**config.mk**
```make
export PLATFORM = sky130hd
export DESIGN_NAME = j2pa_div
export DESIGN_NICKNAME = d
export VERILOG_FILES = /design/src/rtl/core/j2_perturbation_acceleration_defines.svh /design/src/rtl/core/j2pa_pkg.sv /design/src/rtl/core/j2pa_div.sv
export SDC_FILE = /design/constraint.sdc
export NUM_CORES = 2
export LEC_CHECK = 0
export BUFFER_PORTS_ARGS = -buffer_cell sky130_fd_sc_hd__buf_2
export CORE_MARGIN = 2
export CORE_UTILIZATION = 55
export CTS_BUF_LIST = sky130_fd_sc_hd__clkbuf_8
export DETAILED_ROUTE_END_ITERATION = 7
export GPL_TIMING_DRIVEN = 0
export PLACE_DENSITY_LB_ADDON = 0.12
export SLEW_MARGIN = 25
export SYNTH_ARGS = -nofsm -noshare
export SYNTH_HDL_FRONTEND = slang
export SYNTH_SLANG_ARGS = --single-unit
```
**constraint.sdc**
```tcl
create_clock -name clk -period 11.13 [get_ports clk]
set_input_delay 3.339 -clock clk [delete_from_list [all_inputs] [get_ports clk]]
set_output_delay 3.339 -clock clk [all_outputs]
set_load 0.01 [all_outputs]
```
**src/rtl/core/j2_perturbation_acceleration_defines.svh**
```systemverilog
// ----------------------------------------------------------------------------
// J2 perturbation acceleration: assertion macros
// Implication and next-cycle implication checks, empty under SYNTH.
// ----------------------------------------------------------------------------
`ifndef J2_PERTURBATION_ACCELERATION_DEFINES_SVH
`define J2_PERTURBATION_ACCELERATION_DEFINES_SVH
`ifndef SYNTH
`define J2PA_ASSERT_IMPL(name, clk, rst_n, ante, cons) \
	name: assert property (@(posedge clk) disable iff (!rst_n) (ante) |-> (cons)) \
		else $error("j2pa assertion failed");
`define J2PA_ASSERT_NEXT(name, clk, rst_n, ante, cons) \
	name: assert property (@(posedge clk) disable iff (!rst_n) (ante) |=> (cons)) \
		else $error("j2pa assertion failed");
`else
`define J2PA_ASSERT_IMPL(name, clk, rst_n, ante, cons)
`define J2PA_ASSERT_NEXT(name, clk, rst_n, ante, cons)
`endif
`endif

```
**src/rtl/core/j2pa_pkg.sv**
```systemverilog
// ----------------------------------------------------------------------------
// J2 perturbation acceleration: package
// Widths, stage numbers, register indexes and the side-band record.
// ----------------------------------------------------------------------------
`timescale 1ns / 1ps
`default_nettype none

package j2pa_pkg;

	localparam int POS_W   = 32;
	localparam int ACC_W   = 48;
	localparam int COEF_W  = 53;
	localparam int STEPS   = 32;
	localparam int WM_A_W  = 128;
	localparam int WM_P_W  = 160;
	localparam int RND_W   = 161;

	localparam int LAST_ST  = 82;
	localparam int ST_ZERO  = 3;
	localparam int ST_SHAMT = 5;
	localparam int ST_T     = 39;
	localparam int ST_K     = 71;

	localparam logic REG_ENABLE = 1'b0;
	localparam logic REG_COEF   = 1'b1;

	localparam logic [COEF_W-1:0] COEF_RESET = 53'd6131070000000000;
	localparam logic [63:0] POS_LIM = 64'h0000_7FFF_FFFF_FFFF;
	localparam logic [63:0] NEG_LIM = 64'h0000_8000_0000_0000;

	typedef struct packed {
		logic [31:0] xm;
		logic [31:0] ym;
		logic [31:0] zm;
		logic        xn;
		logic        yn;
		logic        zn;
		logic        zero;
		logic [7:0]  shamt;
		logic [30:0] t;
		logic [31:0] kxy_mag;
		logic        kxy_neg;
		logic [31:0] kz_mag;
		logic        kz_neg;
	} side_t;

endpackage

`default_nettype wire

```
**src/rtl/core/j2pa_div.sv**
```systemverilog
// ----------------------------------------------------------------------------
// J2 perturbation acceleration: pipelined divider
// 64 by 32 bit restoring division, one quotient bit per stage; the upper
// half of the dividend must lie below the divisor.
// ----------------------------------------------------------------------------
`timescale 1ns / 1ps
`default_nettype none

module j2pa_div import j2pa_pkg::*; (
	input  wire logic        clk,
	input  wire logic        en,
	input  wire logic [63:0] dividend,
	input  wire logic [31:0] divisor,
	output logic      [31:0] quotient
);

	logic [31:0] d_s    [STEPS];
	logic [31:0] dv_s   [STEPS];
	logic [31:0] rem_s  [STEPS];
	logic [31:0] q_s    [STEPS];
	logic [31:0] d_in   [STEPS];
	logic [31:0] dv_in  [STEPS];
	logic [31:0] rem_in [STEPS];
	logic [31:0] q_in   [STEPS];
	logic [32:0] r      [STEPS];
	logic [32:0] diff   [STEPS];
	logic [31:0] d_nx   [STEPS];
	logic [31:0] rem_nx [STEPS];
	logic [31:0] q_nx   [STEPS];

	always_comb begin
		for (int j = 0; j < STEPS; j++) begin
			if (j == 0) begin
				d_in[j]   = dividend[31:0];
				dv_in[j]  = divisor;
				rem_in[j] = dividend[63:32];
				q_in[j]   = '0;
			end else begin
				d_in[j]   = d_s[j-1];
				dv_in[j]  = dv_s[j-1];
				rem_in[j] = rem_s[j-1];
				q_in[j]   = q_s[j-1];
			end
			r[j]    = {rem_in[j], d_in[j][31]};
			diff[j] = r[j] - {1'b0, dv_in[j]};
			d_nx[j] = {d_in[j][30:0], 1'b0};
			if (r[j] >= {1'b0, dv_in[j]}) begin
				rem_nx[j] = diff[j][31:0];
				q_nx[j]   = {q_in[j][30:0], 1'b1};
			end else begin
				rem_nx[j] = r[j][31:0];
				q_nx[j]   = {q_in[j][30:0], 1'b0};
			end
		end
	end

	always_ff @(posedge clk) begin
		if (en) begin
			d_s   <= d_nx;
			dv_s  <= dv_in;
			rem_s <= rem_nx;
			q_s   <= q_nx;
		end
	end

	assign quotient = q_s[STEPS-1];

endmodule

`default_nettype wire

```
==> results.json <==
{
  "finalClockSkew_ns": 0.0916,
  "clockRootBuffer": "clkbuf_8",
  "detail_route.wl_per_cell_microns": 21.1,
  "grt_pass1_vias": 98300,
  "dr.first_iter.drc_count": 7911,
  "worst_pin_slew_ns": 1.07,
  "netlist_instances": 12600,
  "critPathLaunchType": "input pin",
  "min_from": "d_in[667]$_DFFE_PP_",
  "routabilityCongestion": 0.931,
  "dp_slack_ns": 3.03,
  "tritoncts.num_buffers": 476,
  "syn_to_final_growth_pct": 9.84,
  "synth_edf_count": 3008,
  "r2r_slack_ns": 6.43,
  "post_cts_buffers": 0,
  "rows": 195,
  "clock_sinks": 3008,
  "rr_worst_depth": 12,
  "dp_hpwl_microns": 277000,
  "reg2reg_to": "r[64]$_DFFE_PP_",
  "initial_core_util_pct": 55.2,
  "p_switching_w": 0.0192,
  "criticalPathCategory": "in2reg",
  "seqPwrFrac_pct": 36.1,
  "ant_nets": 0,
  "synth-seq-cells": 3008,
  "reg2reg_from": "dv_in[65]$_DFFE_PP_",
  "ir_drop_v": 0.000178,
  "num_vias": 99900,
  "fin_ws_ns": 4.21,
  "tns_ns": 0,
  "leakage_nw": 69.0,
  "whs_path_depth": 0,
  "grt_first_pass_wirelength_microns": 563000,
  "synthesis.nets": 13800,
  "nFillCells": 22500,
  "yosys.area.top_type": "edfxtp_1",
  "fin_util_pct": 60.6,
  "wl_microns": 367000,
  "intPower_w": 0.0309,
  "yosysUniqueCellTypes": 103,
  "required_ns": 11.84,
  "ys_async_sr_fraction_pct": 0,
  "powerDensity_nw_per_um2": 294,
  "dieArea_sq_um": 287000,
  "yosysMostFrequentCell": "edfxtp_1",
  "syn_avg_cell_area_sq_um": 12.3,
  "slew_headroom_pct": 27.9,
  "period_needed_ns": 6.92,
  "first_pass_iters": 6,
  "drv_slew": 0,
  "fmax_mhz": 145,
  "grt_overflow": 0,
  "dieHeight_microns": 535,
  "maxCapViolations": 0,
  "viasPerCell": 5.74,
  "ys_warn_count": 0,
  "port_buffers": 129,
  "core_area_sq_um": 282000,
  "yosys-top-cells-count": "edfxtp_1 (3008), inv_1 (1250), a21oi_1 (1036)",
  "hold_path_class": "reg2reg",
  "clk_pin_slew_ns": 0.06,
  "status": "finished clean",
  "postCtsResizedCells": 0,
  "rsz0062_at_grt": "false",
  "worstPathArrival_ns": 7.62,
  "hold_buffers": 0,
  "synth_top_cell_area_share_pct": 58.2,
  "netlist_area_sq_um": 155000,
  "combPwrFrac_pct": 45.6,
  "synth_area_leaders": "edfxtp_1 (58%), ha_1 (8.3%), a21oi_1 (3.3%)",
  "grt_max_degree": 149,
  "grt_usage_pct": 25.2,
  "cts_buffer_depth": 4,
  "critPathMaxFanout": 134,
  "p_sw_share_pct": 38.3,
  "clockPowerShare_pct": 18.3,
  "io_pins": 130,
  "hold_viol": 0,
  "drc": 0,
  "setup.worst_path.end_class": "register",
  "finalCritPeriodShare_pct": 62.1,
  "worstHoldEndpoint": "d_in[636]$_DFFE_PP_",
  "synthFlopType": "edfxtp_1",
  "cts_tree": "done",
  "yosysSeqAreaShare_pct": 58.2,
  "die_width_microns": 535,
  "htree_levels": 5,
  "drive_gt1_share_pct": 10.3,
  "setup_viol": 0,
  "layout.nets": 14400,
  "grt_antenna_before_repair": 13,
  "worstSkewPairLatency_ns": 1.10
}
==> power groups by stage <==
stage | Combinational (W) | Sequential (W) | Clock [W]
CTS | 0.0227 | 0.0181 | 0.00950
finish | 0.0228 | 0.0181 | 0.00918
global route | 0.0251 | 0.0183 | 0.00996
global placement | 0.0221 | 0.0193 | 0
detailed placement | 0.0224 | 0.0183 | 0
floorplan | 0.0169 | 0.0173 | 0
==> cells by family after synthesis <==
| logic type | Yosys count | synth area share [%] |
|---|---|---|
| buf+inv | 1544 | 3.89 |
| simple gates | 2447 | 7.48 |
| flops | 3008 | 58.2 |
| xor+xnor | 844 | 4.76 |
| mux | 565 | 4.12 |
| compound gates | 3181 | 12.9 |
| fa+ha+maj | 1055 | 8.65 |
==> metal layers <==
| metal | GRT usage (%) | share of wire [%] | vias up |
|---|---|---|---|
| met5 | 0 | 0.0035 | - |
| met4 | 10.7 | 4.3 | 2 |
| met3 | 2.97 | 4.5 | 768 |
| met2 | 42.4 | 48 | 2700 |
| met1 | 33.0 | 43 | 48200 |
| li1 | - | - | 48200 |
==> worst max-delay path by stage <==
stage | to | start
after floorplan | r[1003]$_DFFE_PP_ | divisor[23]
after global placement | d_in[682]$_DFFE_PP_ | en
after detailed placement | d_in[744]$_DFFE_PP_ | en
after CTS | dv_in[304]$_DFFE_PP_ | en
after global routing | dv_in[345]$_DFFE_PP_ | en
final | quotient[11]$_DFFE_PP_ | en
==> per-stage QoR <==
step                      power, W  hold slack (ns)  cell area (sq um)  instances
final                       0.0501            0.387             171000      17400
after detailed placement    0.0407            0.405             161000      16500
after global placement      0.0414            0.400             161000      16500
after CTS                   0.0503            0.377             171000      17400
after global routing        0.0534            0.397             171000      17400
after floorplan             0.0342            0.400             155000      12600
==> registers in the layout (all words and copies together) (netlist names) <==
name      flops
q_in        496
quotient     32
d_in        496
r           992
dv_in       992
==> worst max-delay path, stage by stage <==
cell and delay (ns):
buf_12 0.37, buf_16 0.51, buf_16 0.43, buf_16 0.45
buf_16 0.41, buf_16 0.48, buf_16 0.42, buf_16 0.39
==> final cells by class <==
cell class | instances | area (sq um) | area share, %
inverters | 1251 | 4700 | 2.75
repair buffers | 152 | 1290 | 0.759
multi-input cells | 8092 | 58900 | 34.6
clock inverters | 381 | 2720 | 1.59
plain buffers | 293 | 1340 | 0.787
clock buffers | 476 | 6550 | 3.84
well taps | 3743 | 4680 | 2.75
diodes | 2 | 5.00 | 0.00293
flip-flops and latches | 3008 | 90300 | 53.0
==> cell usage in the layout, fill, tap and decap left out, types with 47 or more instances in the layout <==
cell type,count
edfxtp_1,3008
inv_1,1375
a21oi_1,1034
ha_1,1024
nand2_1,743
o21ai_0,679
nor2_1,647
xnor2_1,520
a21o_1,491
clkbuf_8,477
mux2_2,435
xor2_1,324
clkbuf_1,202
nand3_1,193
buf_2,188
nand4_1,154
o21a_1,144
nor2b_1,131
o21bai_1,128
nor3_1,124
nand2b_1,111
a31oi_1,109
clkinv_1,108
and3_1,96
clkinv_2,75
a211oi_1,65
mux2_1,56
o211ai_1,51
o31ai_1,51
o31a_1,49
and2_1,47
mux2i_1,47
No activity file was read; power rests on OpenSTA's default activity.
